## config.mk

```make
export PLATFORM = sky130hd
export DESIGN_NAME = api_frame_deframer_top_flat
export DESIGN_NICKNAME = d
export VERILOG_FILES = /design/src/rtl/core/afd_pkg.sv /design/src/rtl/core/afd_rx_if.sv /design/src/rtl/core/afd_res_if.sv /design/src/rtl/core/afd_cfg_regs.sv /design/src/rtl/core/afd_parser.sv /design/src/rtl/core/afd_out_stage.sv /design/src/rtl/core/api_frame_deframer_top.sv /design/src/flat_wrapper.sv
export SDC_FILE = /design/constraint.sdc
export NUM_CORES = 1
export LEC_CHECK = 0
export BUFFER_PORTS_ARGS = -buffer_cell sky130_fd_sc_hd__buf_2
export CAP_MARGIN = 20
export CORE_UTILIZATION = 54
export DETAILED_ROUTE_END_ITERATION = 7
export GPL_ROUTABILITY_DRIVEN = 1
export PLACE_DENSITY_LB_ADDON = 0.2
export SYNTH_ARGS = -nofsm -noshare
export SYNTH_HDL_FRONTEND = slang
export SYNTH_SLANG_ARGS = --single-unit
```

## constraint.sdc

```tcl
create_clock -name clk_i -period 3.9 [get_ports clk_i]
set_input_delay 0 -clock clk_i [delete_from_list [all_inputs] [get_ports clk_i]]
set_output_delay 0 -clock clk_i [all_outputs]
set_load 0.1 [all_outputs]
```

## src/rtl/core/afd_pkg.sv

```systemverilog
`default_nettype none

package afd_pkg;

  localparam int unsigned ByteW   = 8;
  localparam int unsigned LenW    = 16;
  localparam int unsigned CfgW    = 16;
  localparam int unsigned CfgIdxW = 1;

  // Register indexes of the configuration port.
  localparam logic [CfgIdxW-1:0] CfgStartDelim = 1'b0;
  localparam logic [CfgIdxW-1:0] CfgMaxLen     = 1'b1;

  localparam logic [ByteW-1:0] ResetDelim  = 8'h7E;
  localparam logic [LenW-1:0]  ResetMaxLen = 16'd512;
  localparam logic [ByteW-1:0] SumBase     = 8'hFF;

  typedef enum logic [1:0] {
    KindData    = 2'd0,
    KindGood    = 2'd1,
    KindCsumErr = 2'd2,
    KindLenErr  = 2'd3
  } kind_e;

  typedef struct packed {
    logic [ByteW-1:0] start_delim;
    logic [LenW-1:0]  max_len;
  } cfg_t;

  typedef struct packed {
    kind_e            kind;
    logic [ByteW-1:0] data_byte;
    logic             first_of_frame;
    logic [LenW-1:0]  frame_length;
  } result_t;

  // Parser to output stage: a result and whether it moves this cycle.
  typedef struct packed {
    logic    valid;
    result_t res;
  } emit_t;

endpackage

`default_nettype wire

```

## src/rtl/core/afd_rx_if.sv

```systemverilog
`default_nettype none

interface afd_rx_if;
  logic                      valid;
  logic                      ready;
  logic [afd_pkg::ByteW-1:0] rx_byte;

  modport source (output valid, output rx_byte, input ready);
  modport sink   (input valid, input rx_byte, output ready);
endinterface

`default_nettype wire

```

## src/rtl/core/afd_res_if.sv

```systemverilog
`default_nettype none

interface afd_res_if;
  logic                      valid;
  logic                      ready;
  afd_pkg::kind_e            result_kind;
  logic [afd_pkg::ByteW-1:0] data_byte;
  logic                      first_of_frame;
  logic [afd_pkg::LenW-1:0]  frame_length;

  modport source (output valid, output result_kind, output data_byte,
                  output first_of_frame, output frame_length, input ready);
  modport sink   (input valid, input result_kind, input data_byte,
                  input first_of_frame, input frame_length, output ready);
endinterface

`default_nettype wire

```

## src/rtl/core/afd_cfg_regs.sv

```systemverilog
`default_nettype none

module afd_cfg_regs (
  input  wire logic                        clk_i,
  input  wire logic                        rst_ni,
  input  wire logic                        cfg_we_i,
  input  wire logic [afd_pkg::CfgIdxW-1:0] cfg_idx_i,
  input  wire logic [afd_pkg::CfgW-1:0]    cfg_wdata_i,
  output afd_pkg::cfg_t                    cfg_o
);

  afd_pkg::cfg_t cfg_q, cfg_d;

  always_comb begin
    cfg_d = cfg_q;
    if (cfg_we_i) begin
      unique case (cfg_idx_i)
        afd_pkg::CfgStartDelim: cfg_d.start_delim = cfg_wdata_i[afd_pkg::ByteW-1:0];
        afd_pkg::CfgMaxLen:     cfg_d.max_len     = cfg_wdata_i[afd_pkg::LenW-1:0];
        default:                cfg_d             = cfg_q;
      endcase
    end
  end

  always_ff @(posedge clk_i or negedge rst_ni) begin
    if (!rst_ni) begin
      cfg_q.start_delim <= afd_pkg::ResetDelim;
      cfg_q.max_len     <= afd_pkg::ResetMaxLen;
    end else begin
      cfg_q <= cfg_d;
    end
  end

  assign cfg_o = cfg_q;

endmodule

`default_nettype wire

```

## src/rtl/core/afd_parser.sv

```systemverilog
`default_nettype none

module afd_parser (
  input  wire logic   clk_i,
  input  wire logic   rst_ni,
  input  wire afd_pkg::cfg_t cfg_i,
  afd_rx_if.sink      rx,
  input  wire logic   slot_free_i,
  output afd_pkg::emit_t emit_o
);

  typedef enum logic [2:0] {
    PhHunt  = 3'd0,
    PhLenHi = 3'd1,
    PhLenLo = 3'd2,
    PhData  = 3'd3,
    PhCheck = 3'd4
  } phase_e;

  phase_e                    phase_q, phase_d;
  logic [afd_pkg::LenW-1:0]  len_q, len_d;
  logic [afd_pkg::LenW-1:0]  seen_q, seen_d;
  logic [afd_pkg::ByteW-1:0] sum_q, sum_d;
  logic [afd_pkg::ByteW-1:0] byte_q;
  logic                      busy_q;

  logic                      produces;
  logic                      advance;
  logic [afd_pkg::LenW-1:0]  len_full;
  logic [afd_pkg::ByteW-1:0] expect_sum;
  afd_pkg::result_t          res;

  assign len_full   = {len_q[afd_pkg::LenW-1:afd_pkg::ByteW], byte_q};
  assign expect_sum = afd_pkg::SumBase - sum_q;

  always_comb begin
    phase_d  = phase_q;
    len_d    = len_q;
    seen_d   = seen_q;
    sum_d    = sum_q;
    produces = 1'b0;
    res.kind           = afd_pkg::KindData;
    res.data_byte      = '0;
    res.first_of_frame = 1'b0;
    res.frame_length   = len_q;
    unique case (phase_q)
      PhHunt: begin
        if (byte_q == cfg_i.start_delim) phase_d = PhLenHi;
      end
      PhLenHi: begin
        len_d   = {byte_q, {afd_pkg::ByteW{1'b0}}};
        phase_d = PhLenLo;
      end
      PhLenLo: begin
        len_d            = len_full;
        seen_d           = '0;
        sum_d            = '0;
        res.frame_length = len_full;
        if (len_full > cfg_i.max_len) begin
          produces = 1'b1;
          res.kind = afd_pkg::KindLenErr;
          phase_d  = PhHunt;
        end else begin
          phase_d = (len_full == '0) ? PhCheck : PhData;
        end
      end
      PhData: begin
        produces           = 1'b1;
        res.data_byte      = byte_q;
        res.first_of_frame = (seen_q == '0);
        sum_d              = sum_q + byte_q;
        seen_d             = seen_q + 1'b1;
        if (seen_d >= len_q) phase_d = PhCheck;
      end
      PhCheck: begin
        produces = 1'b1;
        res.kind = (byte_q == expect_sum) ? afd_pkg::KindGood : afd_pkg::KindCsumErr;
        phase_d  = PhHunt;
      end
      default: phase_d = PhHunt;
    endcase
  end

  // A byte that yields no result can always retire; one with a result waits
  // for room in the output stage.
  assign advance      = busy_q && (!produces || slot_free_i);
  assign rx.ready     = !busy_q || advance;
  assign emit_o.valid = busy_q && produces && slot_free_i;
  assign emit_o.res   = res;

  always_ff @(posedge clk_i or negedge rst_ni) begin
    if (!rst_ni) begin
      phase_q <= PhHunt;
      len_q   <= '0;
      seen_q  <= '0;
      sum_q   <= '0;
      busy_q  <= 1'b0;
    end else begin
      if (advance) begin
        phase_q <= phase_d;
        len_q   <= len_d;
        seen_q  <= seen_d;
        sum_q   <= sum_d;
      end
      if (rx.valid && rx.ready) begin
        busy_q <= 1'b1;
      end else if (advance) begin
        busy_q <= 1'b0;
      end
    end
  end

  always_ff @(posedge clk_i) begin
    if (rx.valid && rx.ready) byte_q <= rx.rx_byte;
  end

  a_data_in_range: assert property (@(posedge clk_i) disable iff (!rst_ni)
    phase_q == PhData |-> seen_q < len_q)
    else $error("data phase with all bytes already counted");

  a_len_err_resync: assert property (@(posedge clk_i) disable iff (!rst_ni)
    (advance && phase_q == PhLenLo && len_full > cfg_i.max_len) |=> phase_q == PhHunt)
    else $error("oversized length did not return to hunting");

  a_data_only_in_frame: assert property (@(posedge clk_i) disable iff (!rst_ni)
    (emit_o.valid && emit_o.res.kind == afd_pkg::KindData) |-> phase_q == PhData)
    else $error("data result outside the data phase");

endmodule

`default_nettype wire

```

## src/rtl/core/afd_out_stage.sv

```systemverilog
`default_nettype none

module afd_out_stage (
  input  wire logic      clk_i,
  input  wire logic      rst_ni,
  input  wire afd_pkg::emit_t emit_i,
  output logic           slot_free_o,
  afd_res_if.source      res
);

  logic             valid_q;
  afd_pkg::result_t res_q;

  assign slot_free_o = !valid_q || res.ready;

  always_ff @(posedge clk_i or negedge rst_ni) begin
    if (!rst_ni) begin
      valid_q <= 1'b0;
    end else if (emit_i.valid) begin
      valid_q <= 1'b1;
    end else if (res.ready) begin
      valid_q <= 1'b0;
    end
  end

  always_ff @(posedge clk_i) begin
    if (emit_i.valid) res_q <= emit_i.res;
  end

  assign res.valid          = valid_q;
  assign res.result_kind    = res_q.kind;
  assign res.data_byte      = res_q.data_byte;
  assign res.first_of_frame = res_q.first_of_frame;
  assign res.frame_length   = res_q.frame_length;

  a_no_overwrite: assert property (@(posedge clk_i) disable iff (!rst_ni)
    (valid_q && !res.ready) |-> !emit_i.valid)
    else $error("result register overwritten while stalled");

endmodule

`default_nettype wire

```

## src/rtl/core/api_frame_deframer_top.sv

```systemverilog
// Channel   Dir  Payload                                            Transfer
// rx_if     in   rx_byte[7:0]                                       valid & ready
// res_if    out  result_kind, data_byte, first_of_frame,
//                frame_length[15:0]                                 valid & ready
// cfg       in   cfg_idx_i (0 delimiter, 1 max length), cfg_wdata_i cfg_we_i
//
// One byte per cycle while the result output does not stall: a byte is held
// in the input register, then updates the frame state and, if it yields a
// result, loads the result register.
// Reset clears the frame state to hunting and loads 0x7E and 512.
// A stalled result output holds back only bytes that yield a result.
`default_nettype none

module api_frame_deframer_top (
  input  wire logic                        clk_i,
  input  wire logic                        rst_ni,
  afd_rx_if.sink                           rx_if,
  afd_res_if.source                        res_if,
  input  wire logic                        cfg_we_i,
  input  wire logic [afd_pkg::CfgIdxW-1:0] cfg_idx_i,
  input  wire logic [afd_pkg::CfgW-1:0]    cfg_wdata_i
);

  afd_pkg::cfg_t  cfg;
  afd_pkg::emit_t emit;
  logic           slot_free;

  afd_cfg_regs u_cfg (
    .clk_i       (clk_i),
    .rst_ni      (rst_ni),
    .cfg_we_i    (cfg_we_i),
    .cfg_idx_i   (cfg_idx_i),
    .cfg_wdata_i (cfg_wdata_i),
    .cfg_o       (cfg)
  );

  afd_parser u_parser (
    .clk_i       (clk_i),
    .rst_ni      (rst_ni),
    .cfg_i       (cfg),
    .rx          (rx_if),
    .slot_free_i (slot_free),
    .emit_o      (emit)
  );

  afd_out_stage u_out (
    .clk_i       (clk_i),
    .rst_ni      (rst_ni),
    .emit_i      (emit),
    .slot_free_o (slot_free),
    .res         (res_if)
  );

endmodule

`default_nettype wire
```

## src/flat_wrapper.sv

```systemverilog
// flat-port wrapper written by rule: the top's interface ports become plain ports
module api_frame_deframer_top_flat 
  (clk_i, rst_ni, cfg_we_i, cfg_idx_i, cfg_wdata_i, rx_if_valid, rx_if_rx_byte, rx_if_ready, res_if_valid, res_if_result_kind, res_if_data_byte, res_if_first_of_frame, res_if_frame_length, res_if_ready);
  afd_rx_if rx_if_i ();
  afd_res_if res_if_i ();
  input  wire logic clk_i;
  input  wire logic rst_ni;
  input  wire logic cfg_we_i;
  input  wire logic [afd_pkg::CfgIdxW-1:0] cfg_idx_i;
  input  wire logic [afd_pkg::CfgW-1:0] cfg_wdata_i;
  input wire logic [$bits(rx_if_i.valid)-1:0] rx_if_valid;
  input wire logic [$bits(rx_if_i.rx_byte)-1:0] rx_if_rx_byte;
  output wire logic [$bits(rx_if_i.ready)-1:0] rx_if_ready;
  output wire logic [$bits(res_if_i.valid)-1:0] res_if_valid;
  output wire logic [$bits(res_if_i.result_kind)-1:0] res_if_result_kind;
  output wire logic [$bits(res_if_i.data_byte)-1:0] res_if_data_byte;
  output wire logic [$bits(res_if_i.first_of_frame)-1:0] res_if_first_of_frame;
  output wire logic [$bits(res_if_i.frame_length)-1:0] res_if_frame_length;
  input wire logic [$bits(res_if_i.ready)-1:0] res_if_ready;
  assign rx_if_i.valid = rx_if_valid;
  assign rx_if_i.rx_byte = rx_if_rx_byte;
  assign rx_if_ready = rx_if_i.ready;
  assign res_if_valid = res_if_i.valid;
  assign res_if_result_kind = res_if_i.result_kind;
  assign res_if_data_byte = res_if_i.data_byte;
  assign res_if_first_of_frame = res_if_i.first_of_frame;
  assign res_if_frame_length = res_if_i.frame_length;
  assign res_if_i.ready = res_if_ready;
  api_frame_deframer_top u_core (.clk_i(clk_i), .rst_ni(rst_ni), .rx_if(rx_if_i), .res_if(res_if_i), .cfg_we_i(cfg_we_i), .cfg_idx_i(cfg_idx_i), .cfg_wdata_i(cfg_wdata_i));
endmodule
```

# Word-level counts from Yosys, hierarchy flattened
# Cells that the tools add are included.
# totals
ff_bits	104
input_bits	30
output_inout_bits	29
word_cells	71
# op_classes
addsub	3
n_lt_le_gt_ge	2
n_eq_ne	8
n_mux	18
bitwise	2
n_reduce_logical	24
# op_table
cell	count
$pmux W16 S2	2
$logic_not A16 Y1	2
$add A16 B1 Y16 const B	1
$eq A8 B8 Y1	2
$ge A16 B16 Y1	1
$gt A16 B16 Y1	1
$pmux W8 S2	1
$mux W3	4
$pmux W3 S4	1
$add A8 B8 Y8	1
$mux W8	1
$reduce_and A2 Y1	4
$reduce_bool A2 Y1	4
$sub A8 B8 Y8 const A	1
$eq A3 B2 Y1 const B	2
$reduce_and A3 Y1	2
$mux W1	5
$logic_and A1 B1 Y1	4
$mux W2	2
$ne A2 B2 Y1 const B	2
$pmux W2 S2	1
$eq A3 B1 Y1 const B	1
$eq A3 B3 Y1 const B	1
$logic_not A1 Y1	3
other kinds (5)	8

# Depth between registers and ports, before layout
# Gate-level depths: netlist of the first run.
# logic_depth
word_depth	9
ltp_mapped	12
ltp_nobuf	12

# Modules after synthesis
# Synthesis of the first run repeated with hierarchy kept, for this count alone.
# hier_totals
cells_unflattened	531
hier_area_um2	5636.7
# by_module_without_submodules
module	n_inst	cells_per_inst	area_per_inst_um2	seq_area_each_um2
afd_parser	1	449	3871.2	1341.3
afd_cfg_regs	1	52	907.1	609.3
afd_out_stage	1	30	858.3	835.8

# Worst setup path after synthesis of the first run
# No wires, ideal clock.
# synth_timing
kind	flip-flop to flip-flop
start	reg u_core.u_cfg.cfg_q (netlist bit u_core.u_cfg.cfg_o[9])
end	reg u_core.u_out.res_q (netlist bit u_core.u_out.res.data_byte[0]), enable pin
setup_time_ns	0.445
arrival_ns	3.852
t_required_ns	3.455
path_slack_ns	-0.397
stages_incl_launch_ff	10
path_buffers	1
synth_period_minus_slack_ns	4.297
cell_sequence	dfstp_2 -> inv_1 -> ha_1 -> nand4_1 -> nor4_1 -> a21bo_2 -> a31oi_2 -> buf_6 -> a21boi_0 -> nor3_1
# synth_lines
item	line_no	text
start: declaration	afd_cfg_regs.sv:12	afd_pkg::cfg_t cfg_q, cfg_d;
start signal: assignment	afd_cfg_regs.sv:30	cfg_q <= cfg_d;
end signal: assignment	afd_out_stage.sv:27	if (emit_i.valid) res_q <= emit_i.res;
end: declaration	afd_out_stage.sv:12	afd_pkg::result_t res_q;

# Final worst setup path of the first run
# layout_timing
start	reg u_core.u_cfg.cfg_q (netlist bit u_core.u_cfg.cfg_o[9])
end	out rx_if_ready
# layout_via
elab_chain_len	7
# layout_lines
item	line_no	text
$gt A16 B16 Y1	afd_parser.sv:59	if (len_full > cfg_i.max_len) begin
$mux W1	afd_parser.sv:59	
$pmux W1 S2	afd_parser.sv:46	unique case (phase_q)
$logic_not A1 Y1	afd_parser.sv:86	assign advance = busy_q && (!produces || slot_free_i);
$logic_or A1 B1 Y1	afd_parser.sv:86	
$logic_and A1 B1 Y1	afd_parser.sv:86	
$logic_or A1 B1 Y1	afd_parser.sv:87	assign rx.ready = !busy_q || advance;
end: declaration	flat_wrapper.sv:13	output wire logic [$bits(rx_if_i.ready)-1:0] rx_if_ready;
# No other way between the ends.

==> results of run 1 <==
## registers in the layout (all words and copies together) (netlist names)
register                         count
u_core.u_cfg.cfg_o                  24
u_core.u_out.res.frame_length       16
u_core.u_parser.len_q               16
u_core.u_parser.seen_q              16
u_core.u_out.res.data_byte           8
u_core.u_parser.byte_q               8
u_core.u_parser.sum_q                8
u_core.u_parser.phase_q              3
u_core.u_out.res.result_kind         2
u_core.u_out.res.first_of_frame      1
u_core.u_out.res.valid               1
u_core.u_parser.busy_q               1
## what timing repair did
action,4_1_cts,5_1_grt
hold buffers,27,0
gates resized for setup,0,0
hold endpoints to repair,69,0
## stage by stage
step	std cells	setup slack [ns]	util	hold WS [ns]
3_3_place_gp	713	0.621	0.602	0.177
5_1_grt	757	0.0541	0.651	0.0613
3_5_place_dp	713	0.502	0.602	0.178
6_report	757	0.315	0.651	0.0423
4_1_cts	756	0.342	0.649	0.118
2_1_floorplan	527	0.420	-	-0.296
## cell usage after synthesis, types with 2 or more instances
cell type,instances
and2_1,8
mux2_2,31
dfstp_2,7
a2111o_1,2
a21oi_1,18
xor2_1,13
nand3b_1,3
o31ai_1,3
nor2_1,19
inv_1,52
nor4_1,11
xnor2_1,15
buf_2,2
nand3_1,10
a221o_1,9
a31oi_1,3
nor2b_1,7
o21ai_0,29
and4_1,2
edfxtp_1,35
dfrtp_1,62
a21o_1,14
clkbuf_1,17
nand2_1,30
nand2b_1,5
a211o_1,3
nor3_1,2
ha_1,41
o21a_1,4
and3_1,19
nand4_1,28
a2111oi_0,3
## area by class of cell
type,instances,area (µm²),share of cell area
Sequential cell,104,2790,0.416
Inverter,52,195,0.0292
Multi-Input combinational cell,351,2650,0.396
Timing Repair Buffer,98,671,0.100
Clock inverter,5,58.8,0.00879
Tap cell,136,170,0.0254
Clock buffer,11,163,0.0243
## worst max-delay path, cell delays in order (launching register included)
cell and delay, ns:
dfstp_2 0.54, inv_1 0.04, ha_1 0.29, nand4_1 0.11, nor4_1 0.33, a21bo_2 0.27
a31oi_2 0.47, a21boi_0 0.44, or2_2 0.42, buf_2 0.30
## power groups by stage
stage	Clock [W]	Combinational (W)	Sequential, W
2_1_floorplan	0	0.00112	0.00226
5_1_grt	0.000784	0.00234	0.00177
4_1_cts	0.000746	0.00215	0.00173
6_report	0.000731	0.00215	0.00173
3_3_place_gp	0	0.00207	0.00173
3_5_place_dp	0	0.00212	0.00175
## routing by layer
| layer | vias to the layer above | global-route usage |
|---|---|---|
| li1 | 2081 | - |
| met1 | 2125 | 0.326 |
| met2 | 133 | 0.421 |
| met3 | 32 | 0.0437 |
| met4 | 0 | 0.110 |
| met5 | - | 0 |
## cell families after synthesis
logic type	Yosys count	share of synthesized area
buf+inv	72	0.0491
simple gates	150	0.143
xor+xnor	28	0.0430
compound gates	100	0.121
flops	104	0.488
mux	31	0.0612
fa+ha+maj	42	0.0934
## path summary, 6_finish.rpt
check / from / cells past startpoint / to
max: u_core.u_cfg.cfg_o[9] / 9 / rx_if_ready
min: rst_ni / 2 / u_core.u_parser.seen_q[4]
max reg2reg: u_core.u_cfg.cfg_o[9] / 9 / u_core.u_out.res.frame_length[9]
min reg2reg: u_core.u_cfg.cfg_o[15] / 1 / u_core.u_cfg.cfg_o[15]
max in group asynchronous: rst_ni / 4 / u_core.u_cfg.cfg_o[22]
min in group clk_i: res_if_ready / 3 / u_core.u_out.res.data_byte[7]
==> impl_metrics.yaml, run 1 <==
cts:
  cts_num_sinks: 104
  cts_tree: "yes"
  post-cts-setup-buffers: 0
  cts_buffers: 9
  clockBufferDepth: 2
  clk_pin_slew_ns: 0.10
  htreeDepth: 3
  clkLatencyLatePin_ns: 0.37
  clock-root-buffer: "clkbuf_8"
pwr:
  clockPowerShare: 0.158
  power.density_mw_per_mm2: 690
  p_sw_w: 0.00212
  leakage_nw: 3.05
  comb_power_share: 0.466
  internal_power_w: 0.00249
  p_total_w: 0.00462
  ir_worst_vdd_mv: 0.555
  swShare: 0.460
  pwr-share-seq: 0.375
grt:
  gr-usage-all-layers: 0.253
  grt_max_degree: 43
  grt-ovfl-total: 0
  first_global_vias: 4371
  grt_antenna_before_repair: 0
  grt_first_pass_wirelength_mm: 21.5
placed_design:
  hpwl_mm: 9.18
  portBuffers: 58
  place_congestion: 0.845
  placed_area_mm2: 0.00618
critical_path:
  start_kind: "register"
  arrival_ns: 3.59
  worstSetupPathType: "register to output port"
  regToRegSetupSlack_ns: 0.42
  cp-end-kind: "output port"
  critical_path_peak_fanout: 12
  cp.required_ns: 3.90
detailed_routing:
  wirelength_mm: 13.2
  ant_nets: 0
  highest_layer: "met4"
  drt_pass1_iterations: 5
  routedWlPerCell_um: 17.4
  via_per_inst: 5.77
  drtIter0Drc: 256
  wl_met1_mm: 5.74
  num_vias: 4371
  dr_wl_met3_um: 683
  drcViolationCount: 0
  wl_met2_mm: 6.40
timing:
  hold_viol: 0
  fin_crit_sh: 0.919
  fin_crit_ns: 3.59
  rsz0062_at_grt: "no"
  fmax_mhz: 279
  relSlewSlack: 0.470
  max_slew.worst_pin.slew_ns: 0.794
  final-max-slew-violation-count: 0
  fin_setup_tns_ns: 0
  finClkSkew_ns: 0.0117
  finalSetupViolations: 0
synth:
  syn_area_mm2: 0.00571
  ys.flop_type: "dfrtp_1"
  yosys_warnings: 0
  syn-num-nets: 599
  synth_top_cell_by_area: "dfrtp_1"
  synth-edff-count: 35
  async_flop_share: 0.663
  synth_top_area_share: 0.272
  ys_seq_area_frac: 0.488
  ys_seq_elements: 104
  synthCells: 527
  syn_avg_cell_area_um2: 10.8
  synthTopCellsByArea: "dfrtp_1 (27%), edfxtp_1 (18%), ha_1 (9.0%), mux2_2 (6.1%), inv_1 (3.4%)"
  synth_cell_types: 52
floorplanning:
  start_util: 0.555
  die_h_um: 105
  dieArea_mm2: 0.0110
  core_area_mm2: 0.0103
  die-width_um: 105
  row_count: 37
  io_pins: 59
cells_and_area:
  final_common_cell: "dfrtp_1"
  drive_gt1_frac: 0.213
  n_fill_cell: 809
  fin_nets: 688
  antenna_cells: 0
  most-common-layout-cells: "dfrtp_1 (62), buf_2 (58), inv_1 (52)"
  layout-area-overhead-vs-synth_pct: 17.3
  fin_area_mm2: 0.00669
run:
  drv_cap: 0
hold_path:
  hold_path_class: "primary input to asynchronous set/reset pin"
run_status:
  run_status: "complete, no violations"
Note: power is estimated with default switching activity, not from simulation.
==> inputs of run 2 (changes only) <==
--- a/config.mk
+++ b/config.mk
@@ -7,2 +7,3 @@
 export LEC_CHECK = 0
+export ABC_AREA = 1
 export BUFFER_PORTS_ARGS = -buffer_cell sky130_fd_sc_hd__buf_2
==> constraint.sdc (replaced) <==
create_clock -name clk_i -period 3.9 [get_ports clk_i]
set_input_delay 0.39 -clock clk_i [delete_from_list [all_inputs] [get_ports clk_i]]
set_output_delay 0.39 -clock clk_i [all_outputs]
set_load 0.1 [all_outputs]
==> run 2 against run 1 <==
Net effect:
- clock power rose by 11%
- design area fell by 1.7%
- largest cell class unchanged
- non-clock buffer count fell by 33
- largest power group unchanged
- clock skew rose by 0.0043 ns
- maximum frequency rose by 16%
- area after synthesis rose by 4.2%
- wire length rose by 2.6%
- die area rose by 4.1%
- combinational power fell by 20%
- critical endpoint unchanged
- worst hold slack improved by 0.14 ns
==> impl_metrics.yaml, run 2 <==
cells_and_area:
  fin_nets: 852
  antenna_cells: 0
  final_common_cell: "nand2_1"
  most-common-layout-cells: "nand2_1 (203), inv_1 (105), nor2_1 (62), dfrtp_1 (62), buf_2 (58)"
  layout-area-overhead-vs-synth_pct: 10.7
  drive_gt1_frac: 0.129
  largest_reg_flops: 24
  stdcell_count: 921
placed_design:
  portBuffers: 58
  dp.cells: 905
  hpwl_mm: 9.79
  place_congestion: 0.932
pwr:
  swShare: 0.446
  pwr-share-seq: 0.387
  p_sw_w: 0.00184
  leakage_nw: 3.42
  power.density_mw_per_mm2: 627
  ir_worst_vdd_mv: 0.321
  comb_power_share: 0.416
  internal_power_w: 0.00228
  clockPowerShare: 0.197
cts:
  cts_hold_buf: 0
  clkLatencyLatePin_ns: 0.39
  cts_buffers: 9
  cts_tree: "yes"
  clockBufferDepth: 2
  htreeDepth: 3
  cts_num_sinks: 104
  clk_pin_slew_ns: 0.10
  cts.repair.resized: 0
  post-cts-setup-buffers: 0
  clock-root-buffer: "clkbuf_8"
critical_path:
  cp_slowest_cell: "dfstp_2"
  max_stage_delay_ns: 0.53
  crit_chain: "inv_1 -> ha_1 -> nand4_1 -> nor3_1 -> nand4_1 -> nand3_1 -> nand2_2 -> nand3_1 -> buf_2"
  critical_path_peak_fanout: 4
  cp.required_ns: 3.51
  cp-end-kind: "output port"
  worstSetupPathType: "register to output port"
  arrival_ns: 2.71
  start_kind: "register"
detailed_routing:
  wirelength_mm: 13.5
  drcViolationCount: 0
  drt_pass1_iterations: 6
  via_per_inst: 5.37
  routedWlPerCell_um: 14.7
  ant_nets: 0
  drtIter0Drc: 485
  num_vias: 4946
floorplanning:
  row_count: 37
  die_h_um: 107
  io_pins: 59
  die-width_um: 107
  dieArea_mm2: 0.0114
  core_area_mm2: 0.0105
  start_util: 0.566
grt:
  grt_max_degree: 70
  grt_first_pass_wirelength_mm: 22.7
  grt-ovfl-total: 0
  first_global_vias: 4755
  grt_antenna_before_repair: 0
  gr-usage-all-layers: 0.257
timing:
  final-max-slew-violation-count: 0
  max_slew.worst_pin.slew_ns: 0.913
  hold_viol: 0
  finalSetupViolations: 0
  finClkSkew_ns: 0.0161
  fin_crit_sh: 0.794
  rsz0062_at_grt: "no"
  fin_setup_tns_ns: 0
  relSlewSlack: 0.391
  fmax_mhz: 323
  fin_crit_ns: 3.10
run_status:
  run_status: "complete, no violations"
synth:
  synth_most_common_cell: "nand2_1"
  synthCells: 727
  synth-edff-count: 35
  ys_seq_area_frac: 0.469
  ys_seq_elements: 104
  synthTopCellsByArea: "dfrtp_1 (26%), edfxtp_1 (18%), nand2_1 (13%), ha_1 (8.6%), inv_1 (6.6%)"
  ys.flop_type: "dfrtp_1"
  synth_mux_area_frac: 0
  netlist_top_cells_count: "nand2_1 (203), inv_1 (105), nor2_1 (63)"
  syn_avg_cell_area_um2: 8.17
  post_synth_fa_ha_maj_area_fraction: 0.0897
  synth_compound_area_frac: 0.0636
  yosys_warnings: 0
  synth_simple_gate_area_frac: 0.264
  async_flop_share: 0.663
  synth_top_cell_by_area: "dfrtp_1"
  syn_area_mm2: 0.00594
  synth_top_area_share: 0.261
  synth_top_family_by_area: "simple AND/OR/NAND/NOR gates"
  synth-xor-area-share: 0.0236
  synth_cell_types: 31
  syn-num-nets: 799
hold_path:
  hold_path_class: "primary input to register"
run:
  drv_cap: 0
[run 2: changes by cell type in the layout (fill, tap and decap cells not counted), sizes merged, moves of 13 or more]
cell / previous run / this run
nor2: 19 / 65
and3: 19 / 0
mux2: 31 / 0
nand3: 10 / 23
nand2: 30 / 205
dlygate4sd3: 27 / 0
nand4: 28 / 49
nor3: 2 / 16
inv: 55 / 112
[run 2: cell families after synthesis]
logic type      count (synthesis)
compound gates                 68
buf+inv                       134
fa+ha+maj                      42
flops                         104
simple gates                  363
xor+xnor                       16
[run 2: cell type report]
cell class	count	area, µm²
fillers	881	3930
flip-flops and latches	104	2790
multi-input cells	489	2620
inverters	111	417
repair buffers	65	343
well taps	136	170
clock buffers	9	124
clock inverters	7	118
[run 2: power by group through the flow]
stage	Combinational [W]	Sequential, W	Clock [W]
floorplan	0.000920	0.00200	0
global placement	0.00166	0.00161	0
detailed placement	0.00171	0.00161	0
CTS	0.00171	0.00159	0.000837
global route	0.00191	0.00162	0.000872
finish	0.00171	0.00160	0.000812
[run 2: critical path: cells and delay by family (launching register included)]
| family | cells | cell delay, ns |
|---|---|---|
| buf+inv | 2 | 0.51 |
| simple gates | 6 | 0.99 |
| fa+ha+maj | 1 | 0.29 |
| flops | 1 | 0.53 |
[run 2: final timing paths]
check	to	cells past startpoint	start	slack, ns
max	rx_if_ready	9	u_core.u_cfg.cfg_o[9]	0.80
max reg2reg	u_core.u_parser.sum_q[4]	11	u_core.u_cfg.cfg_o[9]	0.80
max in group asynchronous	u_core.u_cfg.cfg_o[23]	2	rst_ni	3.10
min	u_core.u_parser.byte_q[1]	1	rx_if_rx_byte[1]	0.18
min reg2reg	u_core.u_parser.len_q[5]	2	u_core.u_parser.len_q[5]	0.48
min in group asynchronous	u_core.u_parser.sum_q[6]	2	rst_ni	0.20
[run 2: metal layers]
metal | share of wire | global-route usage
met5 | 0 | 0
met4 | 0.023 | 0.0930
met3 | 0.051 | 0.0590
met2 | 0.48 | 0.419
met1 | 0.45 | 0.335
[run 2: stage by stage]
| step | setup WS, ns | cell area, µm² | utilization | hold slack, ns | total power (W) |
|---|---|---|---|---|---|
| 2_1_floorplan | 0.858 | 5940 | - | 0.0944 | 0.00292 |
| 3_3_place_gp | 0.893 | 6340 | 0.603 | 0.454 | 0.00327 |
| 3_5_place_dp | 0.867 | 6340 | 0.603 | 0.458 | 0.00332 |
| 4_1_cts | 0.759 | 6580 | 0.626 | 0.151 | 0.00414 |
| 5_1_grt | 0.497 | 6580 | 0.626 | 0.153 | 0.00440 |
| 6_report | 0.803 | 6580 | 0.626 | 0.181 | 0.00412 |
